===== src/rtl/owbm_pkg.sv =====
// Shared types and constants for the one-wire bus master.
// Used by owbm_cfg, owbm_core and one_wire_bus_master; no dependencies.
package owbm_pkg;

  // Configuration register indexes
  localparam int unsigned CfgIdxW = 3;
  localparam logic [CfgIdxW-1:0] CFG_RESET_LOW    = 3'd0;
  localparam logic [CfgIdxW-1:0] CFG_PRESENCE_END = 3'd1;
  localparam logic [CfgIdxW-1:0] CFG_RESET_PERIOD = 3'd2;
  localparam logic [CfgIdxW-1:0] CFG_SLOT         = 3'd3;
  localparam logic [CfgIdxW-1:0] CFG_ONE_LOW      = 3'd4;
  localparam logic [CfgIdxW-1:0] CFG_ZERO_LOW     = 3'd5;

  localparam int unsigned CfgDataW = 12;

  // Reset values of the timing registers
  localparam logic [11:0] RESET_LOW_RST    = 12'd500;
  localparam logic [11:0] PRESENCE_END_RST = 12'd750;
  localparam logic [11:0] RESET_PERIOD_RST = 12'd1001;
  localparam logic [7:0]  SLOT_RST         = 8'd71;
  localparam logic [7:0]  ONE_LOW_RST      = 8'd3;
  localparam logic [7:0]  ZERO_LOW_RST     = 8'd65;

  // Command codes of the mode field; the remaining code acts as a plain tick
  localparam logic [1:0] MODE_TICK  = 2'd0;
  localparam logic [1:0] MODE_RESET = 2'd1;
  localparam logic [1:0] MODE_BYTE  = 2'd2;

  typedef enum logic [1:0] {
    PH_IDLE  = 2'd0,
    PH_RESET = 2'd1,
    PH_BYTE  = 2'd2
  } phase_e;

  typedef struct packed {
    logic [11:0] reset_low;
    logic [11:0] presence_end;
    logic [11:0] reset_period;
    logic [7:0]  slot;
    logic [7:0]  one_low;
    logic [7:0]  zero_low;
  } owbm_cfg_t;

  typedef struct packed {
    logic       drive_low;
    logic       busy_res;
    logic       done_res;
    logic       presence;
    logic [7:0] rx_byte;
    logic       rejected;
  } owbm_res_t;

endpackage


===== src/rtl/one_wire_bus_master.sv =====
// Top level of the one-wire bus master: timing registers, sequencer, result register.
// Depends on owbm_pkg, owbm_cfg and owbm_core.
//
// One-wire bus master driven by one input beat per bus tick (typically one
// microsecond). Each accepted beat carries a command (plain tick, bus reset or
// byte transfer), the byte to send and the sampled line level; it yields exactly
// one result beat with the open-drain drive, busy, done, presence, the received
// byte and a rejected flag for a start that arrived while a command was running.
// The sequencer state advances at the accepting edge and the result lands in
// the output register, so a new beat is taken every cycle while the result
// register is empty or being taken. in_stall_o rises only when a result is held
// and the far side stalls. Timing registers are written through the cfg port
// (index 0 reset low, 1 presence end, 2 reset period, 3 slot, 4 one low, 5 zero
// low); the user must write them only while no command is running, which the
// block itself does not enforce. They reset to standard one-wire timings in ticks.
module one_wire_bus_master import owbm_pkg::*; (
  input  logic                clk_i,
  input  logic                rst_ni,
  input  logic                cfg_we_i,
  input  logic [CfgIdxW-1:0]  cfg_idx_i,
  input  logic [CfgDataW-1:0] cfg_wdata_i,
  input  logic                in_valid_i,
  output logic                in_stall_o,
  input  logic [1:0]          mode_i,
  input  logic [7:0]          tx_byte_i,
  input  logic                line_level_i,
  output logic                out_valid_o,
  input  logic                out_stall_i,
  output logic                drive_low_o,
  output logic                busy_res_o,
  output logic                done_res_o,
  output logic                presence_o,
  output logic [7:0]          rx_byte_o,
  output logic                rejected_o
);

  owbm_cfg_t cfg;
  owbm_res_t res;
  owbm_res_t res_q;
  logic      out_valid_q, out_valid_d;
  logic      accept;

  // Hold the input only while a result waits and the far side stalls
  assign in_stall_o  = out_valid_q & out_stall_i;
  assign accept      = in_valid_i & ~in_stall_o;
  assign out_valid_d = accept | (out_valid_q & out_stall_i);

  owbm_cfg u_cfg (
    .clk_i   (clk_i),
    .rst_ni  (rst_ni),
    .we_i    (cfg_we_i),
    .idx_i   (cfg_idx_i),
    .wdata_i (cfg_wdata_i),
    .cfg_o   (cfg)
  );

  // Advance the bus sequencer by one tick per accepted beat
  owbm_core u_core (
    .clk_i        (clk_i),
    .rst_ni       (rst_ni),
    .step_i       (accept),
    .mode_i       (mode_i),
    .tx_byte_i    (tx_byte_i),
    .line_level_i (line_level_i),
    .cfg_i        (cfg),
    .res_o        (res)
  );

  always_ff @(posedge clk_i or negedge rst_ni) begin
    if (!rst_ni) begin
      out_valid_q <= 1'b0;
    end else begin
      out_valid_q <= out_valid_d;
    end
  end

  // Result payload: load on accept, hold otherwise
  always_ff @(posedge clk_i) begin
    if (accept) begin
      res_q <= res;
    end
  end

  assign out_valid_o = out_valid_q;
  assign drive_low_o = res_q.drive_low;
  assign busy_res_o  = res_q.busy_res;
  assign done_res_o  = res_q.done_res;
  assign presence_o  = res_q.presence;
  assign rx_byte_o   = res_q.rx_byte;
  assign rejected_o  = res_q.rejected;

endmodule


===== src/rtl/owbm_cfg.sv =====
// Timing register file of the one-wire bus master.
// Depends on owbm_pkg for register indexes, reset values and owbm_cfg_t.
module owbm_cfg import owbm_pkg::*; (
  input  logic                clk_i,
  input  logic                rst_ni,
  input  logic                we_i,
  input  logic [CfgIdxW-1:0]  idx_i,
  input  logic [CfgDataW-1:0] wdata_i,
  output owbm_cfg_t           cfg_o
);

  owbm_cfg_t cfg_q, cfg_d;

  always_comb begin
    cfg_d = cfg_q;
    if (we_i) begin
      case (idx_i)
        CFG_RESET_LOW:    cfg_d.reset_low    = wdata_i;
        CFG_PRESENCE_END: cfg_d.presence_end = wdata_i;
        CFG_RESET_PERIOD: cfg_d.reset_period = wdata_i;
        CFG_SLOT:         cfg_d.slot         = wdata_i[7:0];
        CFG_ONE_LOW:      cfg_d.one_low      = wdata_i[7:0];
        CFG_ZERO_LOW:     cfg_d.zero_low     = wdata_i[7:0];
        default:          cfg_d = cfg_q;
      endcase
    end
  end

  always_ff @(posedge clk_i or negedge rst_ni) begin
    if (!rst_ni) begin
      cfg_q.reset_low    <= RESET_LOW_RST;
      cfg_q.presence_end <= PRESENCE_END_RST;
      cfg_q.reset_period <= RESET_PERIOD_RST;
      cfg_q.slot         <= SLOT_RST;
      cfg_q.one_low      <= ONE_LOW_RST;
      cfg_q.zero_low     <= ZERO_LOW_RST;
    end else begin
      cfg_q <= cfg_d;
    end
  end

  assign cfg_o = cfg_q;

endmodule


===== src/rtl/owbm_core.sv =====
// Bus sequencer of the one-wire bus master: phase, tick and bit counters, shifters.
// Depends on owbm_pkg for phase_e, mode codes, owbm_cfg_t and owbm_res_t.
module owbm_core import owbm_pkg::*; (
  input  logic       clk_i,
  input  logic       rst_ni,
  input  logic       step_i,
  input  logic [1:0] mode_i,
  input  logic [7:0] tx_byte_i,
  input  logic       line_level_i,
  input  owbm_cfg_t  cfg_i,
  output owbm_res_t  res_o
);

  phase_e      phase_q, phase_d;
  logic [11:0] tick_q, tick_d;
  logic [2:0]  bit_q, bit_d;
  logic [7:0]  tx_q, tx_d;
  logic [7:0]  rx_q, rx_d;
  logic        pres_q, pres_d;

  // Effective state after a start command is taken
  phase_e      ph;
  logic [11:0] t;
  logic [2:0]  bi;
  logic [11:0] period;
  logic [12:0] t_inc;
  logic [7:0]  slot;
  logic [7:0]  slot_m1;
  logic [7:0]  low_raw;
  logic [7:0]  low;
  logic        tx_bit;

  assign period  = (cfg_i.reset_period == '0) ? 12'd1 : cfg_i.reset_period;
  assign slot    = (cfg_i.slot == '0) ? 8'd1 : cfg_i.slot;
  assign slot_m1 = slot - 8'd1;

  always_comb begin
    ph     = phase_q;
    t      = tick_q;
    bi     = bit_q;
    tx_d   = tx_q;
    rx_d   = rx_q;
    pres_d = pres_q;
    res_o  = '0;

    // Take a start command only when idle
    if (mode_i == MODE_RESET || mode_i == MODE_BYTE) begin
      if (phase_q != PH_IDLE) begin
        res_o.rejected = 1'b1;
      end else begin
        t  = '0;
        bi = '0;
        if (mode_i == MODE_RESET) begin
          ph     = PH_RESET;
          pres_d = 1'b0;
        end else begin
          ph   = PH_BYTE;
          tx_d = tx_byte_i;
          rx_d = '0;
        end
      end
    end

    phase_d = ph;
    tick_d  = t;
    bit_d   = bi;
    t_inc   = {1'b0, t} + 13'd1;

    // Low time of the bit in this slot, clipped to leave a sample tick
    tx_bit  = tx_d[bi];
    low_raw = tx_bit ? cfg_i.one_low : cfg_i.zero_low;
    low     = (low_raw > slot_m1) ? slot_m1 : low_raw;

    case (ph)
      PH_RESET: begin
        res_o.busy_res  = 1'b1;
        res_o.drive_low = (t < cfg_i.reset_low);
        if (t >= cfg_i.reset_low && t < cfg_i.presence_end && !line_level_i) begin
          pres_d = 1'b1;
        end
        if (t_inc >= {1'b0, period}) begin
          res_o.done_res = 1'b1;
          phase_d        = PH_IDLE;
          tick_d         = '0;
        end else begin
          tick_d = t_inc[11:0];
        end
      end
      PH_BYTE: begin
        res_o.busy_res  = 1'b1;
        res_o.drive_low = (t < {4'b0, low});
        if (t == {4'b0, low} && line_level_i) begin
          rx_d[bi] = 1'b1;
        end
        if (t_inc >= {5'b0, slot}) begin
          tick_d = '0;
          if (bi == 3'd7) begin
            res_o.done_res = 1'b1;
            phase_d        = PH_IDLE;
            bit_d          = '0;
          end else begin
            bit_d = bi + 3'd1;
          end
        end else begin
          tick_d = t_inc[11:0];
        end
      end
      default: begin
        phase_d = ph;
      end
    endcase

    res_o.presence = pres_d;
    res_o.rx_byte  = rx_d;
  end

  always_ff @(posedge clk_i or negedge rst_ni) begin
    if (!rst_ni) begin
      phase_q <= PH_IDLE;
      tick_q  <= '0;
      bit_q   <= '0;
      tx_q    <= '0;
      rx_q    <= '0;
      pres_q  <= 1'b0;
    end else if (step_i) begin
      phase_q <= phase_d;
      tick_q  <= tick_d;
      bit_q   <= bit_d;
      tx_q    <= tx_d;
      rx_q    <= rx_d;
      pres_q  <= pres_d;
    end
  end

`ifndef SYNTH
  a_done_to_idle: assert property (@(posedge clk_i) disable iff (!rst_ni)
    step_i && res_o.done_res |=> phase_q == PH_IDLE)
    else $error("command finished but phase not idle");

  a_reject_only_busy: assert property (@(posedge clk_i) disable iff (!rst_ni)
    step_i && res_o.rejected |-> phase_q != PH_IDLE)
    else $error("start rejected while idle");

  a_idle_counters_clear: assert property (@(posedge clk_i) disable iff (!rst_ni)
    phase_q == PH_IDLE |-> tick_q == '0 && bit_q == '0)
    else $error("counters not cleared in idle");

  a_done_is_busy: assert property (@(posedge clk_i) disable iff (!rst_ni)
    step_i && phase_q == PH_IDLE && res_o.done_res |-> res_o.busy_res)
    else $error("done without an active command");
`endif

endmodule


===== config.mk =====
export PLATFORM = sky130hd
export DESIGN_NAME = one_wire_bus_master
export DESIGN_NICKNAME = d
export VERILOG_FILES = /design/src/rtl/owbm_pkg.sv /design/src/rtl/one_wire_bus_master.sv /design/src/rtl/owbm_cfg.sv /design/src/rtl/owbm_core.sv
export SDC_FILE = /design/constraint.sdc
export NUM_CORES = 1
export LEC_CHECK = 0
export ABC_AREA = 1
export BUFFER_PORTS_ARGS = -buffer_cell sky130_fd_sc_hd__buf_2
export CAP_MARGIN = 30
export CORE_ASPECT_RATIO = 1.1
export CORE_MARGIN = 3
export CORE_UTILIZATION = 55
export CTS_BUF_LIST = sky130_fd_sc_hd__clkbuf_8 sky130_fd_sc_hd__clkbuf_16
export DETAILED_ROUTE_END_ITERATION = 8
export GPL_TIMING_DRIVEN = 0
export PLACE_DENSITY = 0.72
export SYNTH_ARGS = -nofsm -noshare
export SYNTH_HDL_FRONTEND = slang
export SYNTH_HIERARCHICAL = 1
export SYNTH_SLANG_ARGS = --single-unit
export TNS_END_PERCENT = 30

===== constraint.sdc =====
create_clock -name clk_i -period 3.7 [get_ports clk_i]
set_clock_uncertainty 0.1 [all_clocks]
set_input_delay 0.185 -clock clk_i [delete_from_list [all_inputs] [get_ports clk_i]]
set_output_delay 0.185 -clock clk_i [all_outputs]
set_load 0.005 [all_outputs]

Yosys cells after proc, flatten, opt, wreduce, memory -nomap -nowiden
Index checks and enable logic that the tools add are counted.
{ "classes": {"magnitude_cmp": 9, "n_reduce_logical": 16, "n_eq_ne": 11, "n_bitwise": 5, "n_addsub": 3, "n_mux": 43} }
{ "ops": {"columns": ["cell", "n"], "rows": [
  ["two-way mux 8 bit", 11],
  ["two-way mux 12 bit", 5],
  ["< comparator 12 bit", 2],
  ["case mux 12 bit (2 select lines)", 1],
  ["two-way mux 3 bit", 5],
  ["adder 12 x 1 -> 13 bit (second input constant)", 1],
  ["greater-or-equal comparator 13 x 12 -> 1 bit", 1],
  ["greater-or-equal comparator 13 x 8 -> 1 bit", 1],
  ["== test 12 x 8 -> 1 bit", 1],
  ["greater-or-equal comparator 12 bit", 1],
  ["zero test 12 bit", 1],
  ["< comparator 12 x 8 -> 1 bit", 1],
  ["two-way mux 2 bit", 6],
  ["AND reduction 2 bit", 6],
  ["two-way mux 1 bit", 11],
  ["== test 3 bit (second input constant)", 3],
  ["> comparator 8 bit", 1],
  ["zero test 8 bit", 1],
  ["OR 8 bit", 1],
  ["subtractor 8 x 1 -> 8 bit (second input constant)", 1],
  ["== test 3 x 2 -> 1 bit (second input constant)", 2],
  ["case mux 3 bit (2 select lines)", 1],
  ["== test 2 x 1 -> 1 bit (second input constant)", 2],
  ["== test 2 bit (second input constant)", 2],
  ["15 further kinds", 19]
]} }
{ "totals": {"out_inout_bits": 15, "wordCells": 106, "reg_bits": 108, "in_bits": 31} }

Logic depth before layout (Yosys ltp)
{ "depth": {"depth_word": 13, "depth_mapped": 33, "depth_no_buf": 33} }

By module
Netlist, hierarchy kept.
{ "by_module_without_submodules": {"columns": ["mod", "cells_per_inst", "area_each_um2", "n_inst"], "rows": [
  ["owbm_core", 693, 4431.8, 1],
  ["owbm_cfg", 273, 2424.8, 1],
  ["one_wire_bus_master", 19, 435.4, 1]
]} }

Worst setup path after synthesis
OpenSTA, ideal clock, no wires.
{ "synth_timing": {"path_type": "input to register", "from": "in mode_i[1]", "to": "reg u_core.rx_q[6]", "stages": 31, "required_ps": 3517, "setup_slack_ps": -345, "arrival_time_ps": 3863, "cell_sequence": "inv_1 ha_1 nor2_1 nand2_2 or2_2 o21ai_0 o21ai_0 inv_1 o21ai_1 nand3_2 nand2_4 nand2_1 nand2_1 ha_1 a21oi_1 o21ai_0 nand2_1 o211ai_1 nand2_1 inv_1 nand2_1 nand2_1 ha_1 nand2_1 inv_1 nand3_1 nor3_1 nand2_1 nor3_1 a21oi_1 o21ai_0"} }
{ "synth_via": {"elab_chain_len": 13} }
{ "synth_rtl": {"columns": ["item", "line_no", "source"], "rows": [
  ["start: declaration", "one_wire_bus_master.sv:24", "input logic [1:0] mode_i,"],
  ["== test 2 x 1 -> 1 bit", "owbm_core.sv:47, owbm_core.sv:53", null],
  ["two-way mux 8 bit", "owbm_core.sv:53", "if (mode_i == MODE_RESET) begin"],
  ["two-way mux 8 bit", "owbm_core.sv:48", "if (phase_q != PH_IDLE) begin"],
  ["two-way mux 8 bit", "owbm_core.sv:47", "if (mode_i == MODE_RESET || mode_i == MODE_BYTE) begin"],
  ["binary-select mux 1 bit (select 3 bit)", "owbm_core.sv:70", "tx_bit = tx_d[bi];"],
  ["two-way mux 1 bit (not written as such)", "owbm_core.sv:70", null],
  ["two-way mux 8 bit", "owbm_core.sv:71", "low_raw = tx_bit ? cfg_i.one_low : cfg_i.zero_low;"],
  ["> comparator 8 bit", "owbm_core.sv:72", "low = (low_raw > slot_m1) ? slot_m1 : low_raw;"],
  ["two-way mux 8 bit", "owbm_core.sv:72", null],
  ["== test 12 x 8 -> 1 bit", "owbm_core.sv:92", "if (t == {4'b0, low} && line_level_i) begin"],
  ["logical AND 1 bit", "owbm_core.sv:92", null],
  ["two-way mux 8 bit", "owbm_core.sv:92", null],
  ["two-way mux 8 bit (*)", "owbm_core.sv:74", "case (ph)"],
  ["end signal: assignment", "owbm_core.sv:130", "rx_q <= rx_d;"],
  ["end: declaration", "owbm_core.sv:18", "logic [7:0] rx_q, rx_d;"]
]} }
Every way passes the cells marked *; elsewhere a longest branch is shown, timed or not. The select of a mux whose other input is x is not followed.
A chain may end at the register's enable or synchronous reset.

==> summary.md <==
| Metric | Value |
|---|---|
| Synth Flop Type | dfrtp_1 |
| DRT iter0 DRCs | around 560 |
| Ant diodes | 0 |
| Post-Route WL | 19.8 mm |
| Via Count | slightly below 7000 |
| Core ar. | about 0.013 mm^2 |
| Synth Warn # | 6 |
| Initial antenna violation count | 0 |
| Minimum clock period | 4.37 ns |
| Setup crit start kind | flip-flop |
| DRT antenna net count | 0 |
| Clock sink total | between 100 and 150 |
| Final WS setup | -0.668 ns |
| Die Height | about 130 um |
| CTS tree | yes |
| I/O pin total | 46 |
| Clock buffer count from CTS | 9 |
| DIE AREA | ~0.015 mm^2 |
| Fmax | 0.229 GHz |
| Slew @ Worst Pin | 0.649 ns |
| Reg2reg start | u_core/phase_q[0] |
| Most common cell on crit path | o211ai_1 |
| Critical Path RT | between 3 and 4 ns |
| Mapped Nets | approximately 1100 |
| Largest net degree at the start of global routing | 63 |
| P_int | 3.96 mW |
| First-pass GRT wire length | 30.6 mm |
| P per Cell Area | around 860 mW/mm^2 |
| Final setup violation count | 30 |
| I/O Buffers | 45 |
| Status | finished, violations left |
| Die X | approximately 120 um |
| Rel. slew slack | 0.566 |
| Clk Latency, worst-skew pair | approximately 0.36 ns |
| Asr flop ratio synth | 0.880 |
| Post-synthesis mux area share | 0.00549 |
| Top post-synthesis cells by area | dfrtp_1 23%, nand2_1 16%, ha_1 11% |
| Drt drc | 0 |
| GRT Resource Usage Total | 0.266 |
| Origin of the worst setup path | u_core/phase_q[0] |
| Switching part of the total | 0.481 |
| GRT overflow | 0 |
| Row count | 43 |
| Layout cells sized above 1 | 0.237 |
| Vias/cell | approximately 5.5 |
| Crit. End Element | flip-flop |
| Post-synth EDFFs | 13 |
| Unrepaired setup endpoints after global routing | true |
| Hpwl dp | about 14 mm |
| P_sw | 3.68 mW |
| Flop2flop setup slack | -0.67 ns |
| Reg2Reg Depth | 26 |
| Peak supply drop | 371 uV |
| Cell taking the most area after synthesis | dfrtp_1 |
| WL per Instance | between 15 and 20 um |
| Synth Area in Compound Gates | 0.0808 |
| Initial Util | 0.569 |
| Yosys reg bits | 108 |
| RR Endpoint | drive_low_o |
| Power, Total | approximately 7.6 mW |
| Crit path DAT | ~4.4 ns |
| Largest family of logic cells by synthesized area | simple AND/OR/NAND/NOR gates |
| Placement Setup Slack | -0.771 ns |
| Clock root buffer | clkbuf_16 |
| Synth cell types | 42 |
| Hold Path Class | in2reg |
| XOR/XNOR Fraction of Synth Area | 0.00961 |
| CP Max Fanout | 8 |
| Combinational power share | 0.644 |
| Final period utilization | 1.18 |
| Max-cap viol count | 0 |
| Avg Cell Area, Syn | around 7.4 um^2 |
| Vias in the first global route | just over 6000 |
| CP Capture Point | drive_low_o |
| NumNets Final | between 1000 and 1500 |
| Share of power burned in the clock network | 0.130 |
| Post-synth top cells | 306 x nand2_1, 148 x inv_1, 88 x nand3_1 |
| Synth top area share | 0.230 |
| First drt pass iteration count | 5 |
| Most common cell in the netlist | nand2_1 |
| Syn-to-layout area delta | 21.7% |
| CP max stage delay | 0.41 ns |
| Failing checks | setup timing |
| Cell Area, Synth | 0.00729 mm^2 |
| LEAKAGE | 4.67 nW |
| GPL Wtd Cong | 0.879 |
| Area share of fa/ha/maj cells after synthesis | 0.112 |
| Clock-pin slew on the worst setup and hold paths | approximately 0.070 ns |
| Simple-Gate Fraction of Synth Area | 0.311 |
| Fin. Hold Viols | 0 |
| Hold Slack | roughly 0.0099 ns |
| Setup CP Type | reg2reg |
| CTS H-tree lvls | 3 |
| Max-slew violations | 0 |
| Seq/Total Area, Yosys | 0.384 |
| Seq pwr share | 0.227 |
| Cells after Synth | about 990 |
| Deepest clock path buffer count | 2 |
| CP max-delay cell | dfrtp_1 |
==> cells by family (layout without fill, tap and decap cells) <==
group | count (synthesis) | count (layout)
adder cells (fa/ha/maj) | 65 | 65
XOR/XNOR | 8 | 8
AND/OR/NAND/NOR | 522 | 525
AO/OA/AOI/OAI | 102 | 102
flip-flops | 108 | 108
multiplexers | 4 | 4
buffers and inverters | 176 | 266
==> power by group through the flow <==
stage | clock [mW] | combinational, mW | sequential [mW]
global route | 1.05 | 5.44 | 1.77
detailed placement | 0 | 3.48 | 1.74
CTS | 1.01 | 3.97 | 1.72
global placement | 0 | 3.41 | 1.73
floorplan | 0 | 2.71 | 1.68
finish | 0.992 | 4.92 | 1.73
==> timing repair <==
item,in CTS,in global routing
gates cloned,3,0
gates resized for setup,46,66
hold endpoints to repair,22,0
pin swaps,12,40
hold buffers,6,0
setup buffers,15,6
setup endpoints to repair,35,35
==> flip-flops by register name (all words and copies together) (netlist names) <==
name / count
u_core/pres_q: 1
u_core/tick_q: 12
done_res_o: 1
u_core/tx_q: 8
rejected_o: 1
u_cfg/cfg_o: 60
u_core/bit_q: 3
u_core/phase_q: 2
busy_res_o: 1
presence_o: 1
drive_low_o: 1
u_core/rx_q: 8
rx_byte_o: 8
out_valid_o: 1
==> routing by layer <==
layer	vias up	GRT usage	wire length, um
li1	3345	-	-
met1	3181	0.351	8520
met2	217	0.450	9740
met3	38	0.0301	1010
met4	0	0.0983	542
met5	-	0	0
==> per-stage QoR <==
step / utilization / area [um^2] / TNS, ns / std cells
floorplan: - / 7360 / -0.411 / 985
global placement: 0.607 / 7780 / -15.36 / 1187
detailed placement: 0.611 / 7830 / -16.41 / 1189
CTS: 0.663 / 8490 / -6.64 / 1229
global route: 0.693 / 8870 / -17.92 / 1235
finish: 0.693 / 8870 / -11.08 / 1235
==> worst min-delay path by stage <==
stage                     from               end  slack [ns]  cells after the start
2_1_floorplan           rst_ni       out_valid_o       -0.21                      0
3_3_place_gp        in_valid_i       out_valid_o        0.29                      3
3_5_place_dp            rst_ni  u_core/tick_q[8]        0.07                      1
4_1_cts        cfg_wdata_i[11]   u_cfg/cfg_o[35]       0.002                      3
5_1_grt         cfg_wdata_i[0]    u_cfg/cfg_o[0]       0.007                      3
6_report       cfg_wdata_i[11]   u_cfg/cfg_o[35]        0.01                      3
==> critical path, delay by kind of cell, from the launching register on <==
family,cells,cell delay [ns]
compound gates,8,1.07
fa+ha+maj,2,0.55
flops,1,0.41
buf+inv,4,0.54
simple gates,12,1.44
==> cell type report <==
type,count,area [um^2]
flip-flops and latches,108,2800
multi-input cells,704,4350
plain buffers,25,153
well taps,157,196
clock buffers,9,225
fillers,1037,3930
inverters,151,578
clock inverters,7,72.6
repair buffers,74,495
==> cell usage in the layout (no fill, tap or decap), drive strengths merged <==
cell type / synthesis / layout
a31oi: 1 / 1
nand2: 317 / 319
o211ai: 3 / 3
and2: 1 / 1
a21oi: 45 / 45
or2: 4 / 4
dfstp: 28 / 28
dlygate4sd3: 0 / 6
dfrtp: 67 / 67
nor3: 16 / 16
edfxtp: 13 / 13
bufinv: 0 / 1
clkbuf: 9 / 18
a211oi: 2 / 2
clkinvlp: 0 / 1
nor2: 73 / 73
nand3b: 2 / 2
nor4: 2 / 2
a21o: 1 / 1
o21a: 1 / 1
xor2: 8 / 8
ha: 65 / 65
buf: 16 / 84
a41o: 1 / 1
a221oi: 1 / 1
o31ai: 2 / 2
inv: 149 / 150
o21ai: 44 / 44
nand3: 92 / 93
nand4: 15 / 15
mux2i: 4 / 4
clkinv: 2 / 6
a21boi: 1 / 1
No activity file was read; power rests on OpenSTA's default activity.
